### src/rtl/core/bcf_pkg.sv
// package for the bytecode constant folding window
// holds opcode constants, payload structs and the window entry type; no dependencies

package bcf_pkg;

    localparam logic [7:0] OP_CONST_I64  = 8'd1;
    localparam logic [7:0] OP_CONST_BOOL = 8'd2;
    localparam logic [7:0] OP_ADD_I64    = 8'd3;
    localparam logic [7:0] OP_LESS_I64   = 8'd4;
    localparam logic [7:0] OP_ABS_I64    = 8'd5;
    localparam logic [7:0] OP_NIL        = 8'd6;
    localparam logic [7:0] OP_IS_NIL     = 8'd7;

    localparam logic signed [63:0] MIN_I64 = {1'b1, 63'd0};

    localparam int WIN_DEPTH = 3;

    typedef struct packed {
        logic [7:0]         opcode;
        logic signed [63:0] operand;
        logic               is_protected;
        logic               last_in;
    } in_item_t;

    typedef struct packed {
        logic [7:0]         out_opcode;
        logic signed [63:0] out_operand;
        logic [15:0]        source_index;
        logic               was_folded;
        logic [15:0]        fold_total;
        logic               last_out;
    } out_item_t;

    typedef struct packed {
        logic [7:0]         opcode;
        logic signed [63:0] operand;
        logic               prot;
    } win_entry_t;

    // outcome of deciding the head of the window
    typedef struct packed {
        logic [7:0]         res_opcode;
        logic signed [63:0] res_operand;
        logic [1:0]         used;
        logic               folded;
    } fold_res_t;

endpackage

### src/rtl/core/bcf_decide.sv
// head decision logic: matches the fold patterns over the three-entry window
// depends on bcf_pkg

module bcf_decide (
    input  bcf_pkg::win_entry_t [2:0] win,
    input  logic [1:0]                fill,
    output bcf_pkg::fold_res_t        res
);
    import bcf_pkg::*;

    logic               tri_ok;
    logic               two_ok;
    logic signed [63:0] sum;
    logic               less;
    logic signed [63:0] absval;

    assign tri_ok = (fill == 2'd3) && (win[0].opcode == OP_CONST_I64)
                    && (win[1].opcode == OP_CONST_I64) && !win[1].prot && !win[2].prot;
    assign two_ok = (fill >= 2'd2) && !win[1].prot;

    assign sum    = win[0].operand + win[1].operand;
    assign less   = $signed(win[0].operand) < $signed(win[1].operand);
    assign absval = win[0].operand[63] ? -win[0].operand : win[0].operand;

    always_comb begin
        res.res_opcode  = win[0].opcode;
        res.res_operand = win[0].operand;
        res.used        = 2'd1;
        res.folded      = 1'b0;
        if (tri_ok && win[2].opcode == OP_ADD_I64) begin
            res.res_opcode  = OP_CONST_I64;
            res.res_operand = sum;
            res.used        = 2'd3;
            res.folded      = 1'b1;
        end else if (tri_ok && win[2].opcode == OP_LESS_I64) begin
            res.res_opcode  = OP_CONST_BOOL;
            res.res_operand = {63'd0, less};
            res.used        = 2'd3;
            res.folded      = 1'b1;
        end else if (two_ok && win[0].opcode == OP_CONST_I64 && win[1].opcode == OP_ABS_I64
                     && win[0].operand != MIN_I64) begin
            res.res_opcode  = OP_CONST_I64;
            res.res_operand = absval;
            res.used        = 2'd2;
            res.folded      = 1'b1;
        end else if (two_ok && win[0].opcode == OP_NIL && win[1].opcode == OP_IS_NIL) begin
            res.res_opcode  = OP_CONST_BOOL;
            res.res_operand = 64'sd1;
            res.used        = 2'd2;
            res.folded      = 1'b1;
        end
    end

endmodule

### src/rtl/core/bytecode_constant_fold_window.sv
// channel | dir | handshake         | payload
// s_      | in  | s_valid / s_ready | bcf_pkg::in_item_t, one instruction per transaction
// m_      | out | m_valid / m_ready | bcf_pkg::out_item_t, one surviving or folded instruction
//
// one instruction per cycle sustained while results are taken and no drain runs: the window register feeds one decision
// (one 64-bit adder, one comparator, one negate) straight into the result register.
// the final instruction of a function drains the window: up to three results,
// one per cycle while m_ready allows, during which s_ready is low.
// aresetn is synchronous, active low; it empties the window and clears the counters.
// a stalled result holds the window once it is full; with room left and no drain, input is still taken.
// depends on bcf_pkg and bcf_decide

module bytecode_constant_fold_window #(
    parameter int MAX_CODE = 65536
) (
    input  logic               aclk,
    input  logic               aresetn,
    input  logic               s_valid,
    output logic               s_ready,
    input  bcf_pkg::in_item_t  s_item,
    output logic               m_valid,
    input  logic               m_ready,
    output bcf_pkg::out_item_t m_item
);
    import bcf_pkg::*;

    localparam int PW = $clog2(MAX_CODE);

    win_entry_t [2:0] win_reg, win_next;
    logic [PW-1:0]    win_pos_reg [WIN_DEPTH];
    logic [PW-1:0]    win_pos_next [WIN_DEPTH];
    logic [1:0]       fill_reg, fill_next;
    logic             drain_reg, drain_next;
    logic [PW-1:0]    pos_reg, pos_next;
    logic [15:0]      fold_cnt_reg, fold_cnt_next;
    logic             m_valid_reg, m_valid_next;
    out_item_t        m_item_reg, m_item_next;

    fold_res_t        res;
    logic             out_free;
    logic             can_decide;
    logic             dec_fire;
    logic             last_dec;
    logic             s_fire;
    logic [1:0]       fill_mid;
    logic [1:0]       shift;
    logic [2:0]       src;
    logic [1:0]       src_idx;
    logic [1:0]       last_idx;
    logic [15:0]      fold_total;

    bcf_decide u_decide (
        .win  (win_reg),
        .fill (fill_reg),
        .res  (res)
    );

    assign out_free   = !m_valid_reg || m_ready;
    assign can_decide = (fill_reg == 2'd3) || (drain_reg && fill_reg != 2'd0);
    assign dec_fire   = can_decide && out_free;
    assign last_dec   = drain_reg && (res.used == fill_reg);
    assign s_ready    = !drain_reg && ((fill_reg != 2'd3) || dec_fire);
    assign s_fire     = s_valid && s_ready;
    assign shift      = dec_fire ? res.used : 2'd0;
    assign fill_mid   = fill_reg - shift;
    assign last_idx   = res.used - 2'd1;
    assign fold_total = fold_cnt_reg + {15'd0, res.folded};

    always_comb begin
        src          = 3'd0;
        src_idx      = 2'd0;
        win_next     = win_reg;
        win_pos_next = win_pos_reg;
        fill_next    = fill_mid;
        drain_next   = drain_reg;
        pos_next     = pos_reg;
        fold_cnt_next = fold_cnt_reg;
        m_valid_next = m_valid_reg;
        m_item_next  = m_item_reg;

        // drop the decided entries from the front of the window
        for (int i = 0; i < WIN_DEPTH; i++) begin
            src     = 3'(i) + {1'b0, shift};
            src_idx = src[1:0];
            if (src < 3'(WIN_DEPTH)) begin
                win_next[i]     = win_reg[src_idx];
                win_pos_next[i] = win_pos_reg[src_idx];
            end
        end

        if (dec_fire) begin
            m_valid_next             = 1'b1;
            m_item_next.out_opcode   = res.res_opcode;
            m_item_next.out_operand  = res.res_operand;
            m_item_next.source_index = 16'(win_pos_reg[last_idx]);
            m_item_next.was_folded   = res.folded;
            m_item_next.fold_total   = fold_total;
            m_item_next.last_out     = last_dec;
            fold_cnt_next            = fold_total;
            if (last_dec) begin
                fill_next     = 2'd0;
                drain_next    = 1'b0;
                fold_cnt_next = 16'd0;
            end
        end else if (m_ready) begin
            m_valid_next = 1'b0;
        end

        if (s_fire) begin
            win_next[fill_mid].opcode  = s_item.opcode;
            win_next[fill_mid].operand = s_item.operand;
            win_next[fill_mid].prot    = s_item.is_protected;
            win_pos_next[fill_mid]     = pos_reg;
            fill_next                  = fill_mid + 2'd1;
            if (s_item.last_in) begin
                drain_next = 1'b1;
                pos_next   = '0;
            end else if (pos_reg == PW'(MAX_CODE - 1)) begin
                pos_next = '0;
            end else begin
                pos_next = pos_reg + PW'(1);
            end
        end
    end

    always_ff @(posedge aclk) begin
        win_reg     <= win_next;
        win_pos_reg <= win_pos_next;
        m_item_reg  <= m_item_next;
        if (!aresetn) begin
            fill_reg     <= 2'd0;
            drain_reg    <= 1'b0;
            pos_reg      <= '0;
            fold_cnt_reg <= 16'd0;
            m_valid_reg  <= 1'b0;
        end else begin
            fill_reg     <= fill_next;
            drain_reg    <= drain_next;
            pos_reg      <= pos_next;
            fold_cnt_reg <= fold_cnt_next;
            m_valid_reg  <= m_valid_next;
        end
    end

    assign m_valid = m_valid_reg;
    assign m_item  = m_item_reg;

`ifndef SYNTHESIS
    a_no_accept_in_drain: assert property (@(posedge aclk) disable iff (!aresetn)
        drain_reg |-> !s_ready)
        else $error("instruction taken while the window drains");

    a_empty_not_draining: assert property (@(posedge aclk) disable iff (!aresetn)
        (fill_reg == 2'd0) |-> !drain_reg)
        else $error("drain flag set with an empty window");

    a_final_clears: assert property (@(posedge aclk) disable iff (!aresetn)
        (dec_fire && last_dec) |=> (fill_reg == 2'd0 && !drain_reg && fold_cnt_reg == 16'd0))
        else $error("function end did not clear the window state");

    a_last_starts_drain: assert property (@(posedge aclk) disable iff (!aresetn)
        (s_fire && s_item.last_in) |=> (drain_reg && pos_reg == '0))
        else $error("final instruction did not start the drain");
`endif

endmodule

### config.mk
export PLATFORM = sky130hd
export DESIGN_NAME = bytecode_constant_fold_window
export DESIGN_NICKNAME = d
export VERILOG_FILES = /design/src/rtl/core/bcf_pkg.sv /design/src/rtl/core/bcf_decide.sv /design/src/rtl/core/bytecode_constant_fold_window.sv
export SDC_FILE = /design/constraint.sdc
export NUM_CORES = 1
export LEC_CHECK = 0
export ABC_AREA = 1
export BUFFER_PORTS_ARGS = -buffer_cell sky130_fd_sc_hd__buf_4
export CAP_MARGIN = 20
export CORE_UTILIZATION = 50
export DETAILED_ROUTE_END_ITERATION = 8
export PLACE_DENSITY_LB_ADDON = 0.2
export SYNTH_ARGS = -nofsm -noshare
export SYNTH_HDL_FRONTEND = slang
export SYNTH_SLANG_ARGS = --single-unit
### constraint.sdc
create_clock -name aclk -period 6.94 [get_ports aclk]
set_clock_uncertainty 0.05 [all_clocks]
set_input_delay 0.694 -clock aclk [delete_from_list [all_inputs] [get_ports aclk]]
set_output_delay 0.694 -clock aclk [all_outputs]
set_load 0.05 [all_outputs]
**After elaboration in Yosys (flattened, before gate mapping)**

Index checks and enable logic that the tools add are counted.

- Order comparisons: 16
- Muxes and demuxes: 56
- $add $sub $neg: 9
- Bitwise gates (word level): 5
- Equality and inequality tests: 12
- Reductions and logical operators: 29

Operators with widths:

| kind | number |
|---|---|
| $bwmux 219 | 3 |
| $mux 73 | 7 |
| $bmux 73 s2 | 3 |
| $demux 73 s2 | 3 |
| $mux 16 | 15 |
| $mux 219 | 1 |
| $mux 69 | 3 |
| $bmux 16 s2 | 4 |
| $mux 67 | 1 |
| $mux 65 | 1 |
| $add 64x64->64 | 1 |
| $lt 64x64->1 | 1 |
| $mux 64 | 1 |
| $ne 64x64->1 const B | 1 |
| $neg 64->64 | 1 |
| $bwmux 48 | 1 |
| $mux 48 | 1 |
| $demux 16 s2 | 1 |
| $eq 8x3->1 const B | 4 |
| $logic_and 1x1->1 | 19 |
| $add 16x1->16 | 1 |
| $add 16x1->16 const B | 1 |
| $eq 16x16->1 const B | 1 |
| $eq 8x1->1 const B | 2 |
| other kinds (23) | 50 |

- Bits in registers: 409

**Depth between registers and ports, before layout**

- Depth after elaboration: 18
- Depth in mapped cells: 23
- Depth with buffers taken out: 21

**By module**

From an unflattened synthesis, not the netlist that was laid out.

- Cell total of the unflattened synthesis: 4,747
- Area, all modules: 29,235.5 µm²

By module, submodules not included:

| module | cells each | area each (µm²) | times used | seq. area each (µm²) |
|---|---|---|---|---|
| bytecode_constant_fold_window | 2,592 | 18,586.6 | 1 | 9,248.9 |
| bcf_decide | 2,155 | 10,649.0 | 1 | 0.0 |

**Worst setup path before layout**

OpenSTA, ideal clock, no wires.

- Path type: input-to-reg
- From: input port m_ready
- To: register win_reg[50] in the netlist's numbering
- Buffers on the path: 3
- Stages: 12
- Setup time: 0.113 ns
- Arrival time: 5.136 ns
- Slack: 1.642 ns
- Data required time: 6.777 ns
- Cell sequence: inv_1 -> nand2_1 -> nand3_2 -> inv_2 -> buf_2 -> clkbuf_1 -> clkbuf_1 -> nand3_1 -> nand2_1 -> nand2_1 -> nor2_1 -> nor2_1

RTL lines:

| what | line | RTL |
|---|---|---|
| from (decl) | bytecode_constant_fold_window.sv:22 | `input logic m_ready,` |
| to (signal assigned) | bytecode_constant_fold_window.sv:127 | `win_reg <= win_next;` |
| to (decl) | bytecode_constant_fold_window.sv:29 | `win_entry_t [2:0] win_reg, win_next;` |

==> metrics.txt <==
Worst setup SP type flop; total congestion overflow 0; Total GRT Usage 0.3694; gp weighted congestion 1.061; cell area power density roughly 460 nW/µm²; worst hold path type in2reg; RR Endpoint win_pos_reg[44]; status complete, no violations; CTS Buf Count 44; Routed WL per cell between 20 and 25 µm; DR pass1 iterations 7; H-tree depth 2; latest clock arrival within the worst-skew pair ~620 ps; setup ws final approximately 1800 ps; initial antenna violation count 5; Max Root-Sink Buffers 3; initial core utilization 0.5062; # Max-Cap Violations 0; final slew viol count 0; pin count of the biggest net entering global routing 114; Post-Synthesis Cell Area 28,540 µm²; yosys warns 0; Worst R2R Start win_reg[2]; Post-Place Setup Slack around 1700 ps; Cell Rows 87; slew margin rel. 0.2681; post-CTS setup buffer count 0; via count between 30,000 and 40,000; clock-pin transition on the worst setup and hold timing paths 60 ps; Worst R2R Path Depth 16; syn_area_per_cell between 6 and 7 µm²; overall routed net length between 100 and 150 mm; Net Count, Synth between 4,000 and 5,000; Final setup viols 0; Critical Path AT about 5600 ps; Hold Fails Final Rpt 0; CP required between 7000 and 8000 ps; share of layout cells above drive strength 1 0.07854; die height 240.9 µm; max reg flops approximately 220; Tmin final 5122 ps; Most used DFF post-synth dfxtp_1; Lkg Pwr about 0.015 µW; Synth Register Bits between 400 and 500; CORE AREA 56,390 µm²; Post-synth ARST share 0; CP Max Fanout 52; setup TNS 0 ps; chip width 240.9 µm; Area growth, synth to finish 11.59%; Gate Count Post-Synth 4,457; IO Pins 186; number of flops mapped to enable cells by yosys roughly 110; CTS sink cnt 409; sequential fraction of the synthesis area 0.3240; VDD IR max 0.2377 mV; post-cts sizing count 0; fmax ~200 MHz; most frequent cells in the layout nand2_1, inv_1, nor2_1, dfxtp_1, nand3_1; count of different cell masters after synthesis 50; # fillers 5,775; Worst Hold Slack between 200 and 250 ps; Setup CP Type reg2reg; Routed Antenna Nets 0; reg2reg setup slack roughly 1800 ps; first-pass GRT wire length about 160 mm; crit end category flop; most common cell after layout, fill and taps aside nand2_1; slew of the pin with the lowest slew margin 1086 ps; crit share post-route 0.7380; hold_buf cts 0; Iter 0 DRT Violations ~3,200; vias in the first global route about 27,000; # nets final roughly 4,700; Port Buf Inserts approximately 190; Setup crit end win_pos_reg[44]; RSZ-0062 raised after global routing no; Crit. Startpoint win_reg[2]; # DRC 0; HPWL after DPL between 70 and 80 mm; Vias/cell 5.707; die area about 58,000 µm²; CTS tree done; Root Buffer clkbuf_16
## metrics by stage
stage	cells	cell area, µm²	power [µW]	util
3_5_place_dp	5245	30400	11910	0.5391
5_1_grt	5328	31850	15540	0.5648
2_1_floorplan	4457	28540	9308	-
6_report	5329	31850	14530	0.5649
3_3_place_gp	5245	30400	11880	0.5391
4_1_cts	5327	31850	14300	0.5648
## logic make-up after synthesis
kind of cell	Yosys count	synth area share
AO/OA/AOI/OAI	818	0.1674
XOR/XNOR	23	0.007058
adder cells (fa/ha/maj)	135	0.05944
buffers and inverters	783	0.1084
flip-flops	409	0.3240
multiplexers	25	0.009863
AND/OR/NAND/NOR	2264	0.3239
## synthesized netlist by cell type, types with 12 or more instances
cell	count	area [µm²]
a21oi_1	212	1061
buf_1	16	60.06
buf_2	69	345.3
clkbuf_1	103	386.6
dfxtp_1	303	6066
edfxtp_1	106	3183
ha_1	134	1677
inv_1	568	2132
inv_2	12	45.04
mux2_1	20	225.2
nand2_1	1374	5157
nand3_1	289	1446
nand4_1	31	193.9
nor2_1	434	1629
nor3_1	65	325.3
nor4_1	24	150.1
o211ai_1	125	938.4
o21a_1	44	330.3
o21ai_0	285	1426
o21ai_1	21	105.1
o21bai_1	22	165.2
o221ai_1	17	148.9
o22ai_1	74	462.9
or2_2	16	100.1
xor2_1	20	175.2
## how the worst min path moves through the flow
stage               slack (ps)  cells past startpoint          endpoint             start
floorplan                  400                      2  fold_cnt_reg[14]  fold_cnt_reg[14]
global placement           400                      2  fold_cnt_reg[14]  fold_cnt_reg[14]
detailed placement         410                      2  fold_cnt_reg[14]  fold_cnt_reg[14]
CTS                        230                      3       win_reg[71]        s_item[72]
global route               250                      3       win_reg[71]        s_item[72]
finish                     250                      3       win_reg[71]        s_item[72]
## power by group
group	internal (µW)	switching, µW
clock	1330	1050
sequential	3340	1020
combinational	2470	5330
## per-layer routing
layer / wire (µm) / GRT usage / vias up
met5: 35 / 0 / -
met4: 4318 / 0.1473 / 6
met3: 9475 / 0.05925 / 225
met1: 46850 / 0.5093 / 14130
met2: 48360 / 0.5745 / 1410
li1: - / - / 14640
## worst max-delay path, stage by stage (launching register included)
cell     delay [ps]
dfxtp_1         350
inv_1           180
ha_1            230
nand2_1         100
nor2_2          210
nand2_1         130
nor2_2          230
nand2_1         150
nand2_2         120
nand3_4         360
nand2_2         180
nand2_2         120
nor2_8          710
nand2_4         690
inv_2           980
nor2_1           70
nor2_1          140
## area by class of cell
cell class	count	area [µm²]	area share
Antenna cell	2	5.005	0.0001571
Clock buffer	62	1240	0.03893
Clock inverter	20	206.4	0.006482
Inverter	584	2201	0.06910
Multi-Input combinational cell	3265	16260	0.5104
Sequential cell	409	9249	0.2904
Tap cell	756	945.9	0.02970
Timing Repair Buffer	231	1747	0.05484
Power figures use the tool's default switching activity.
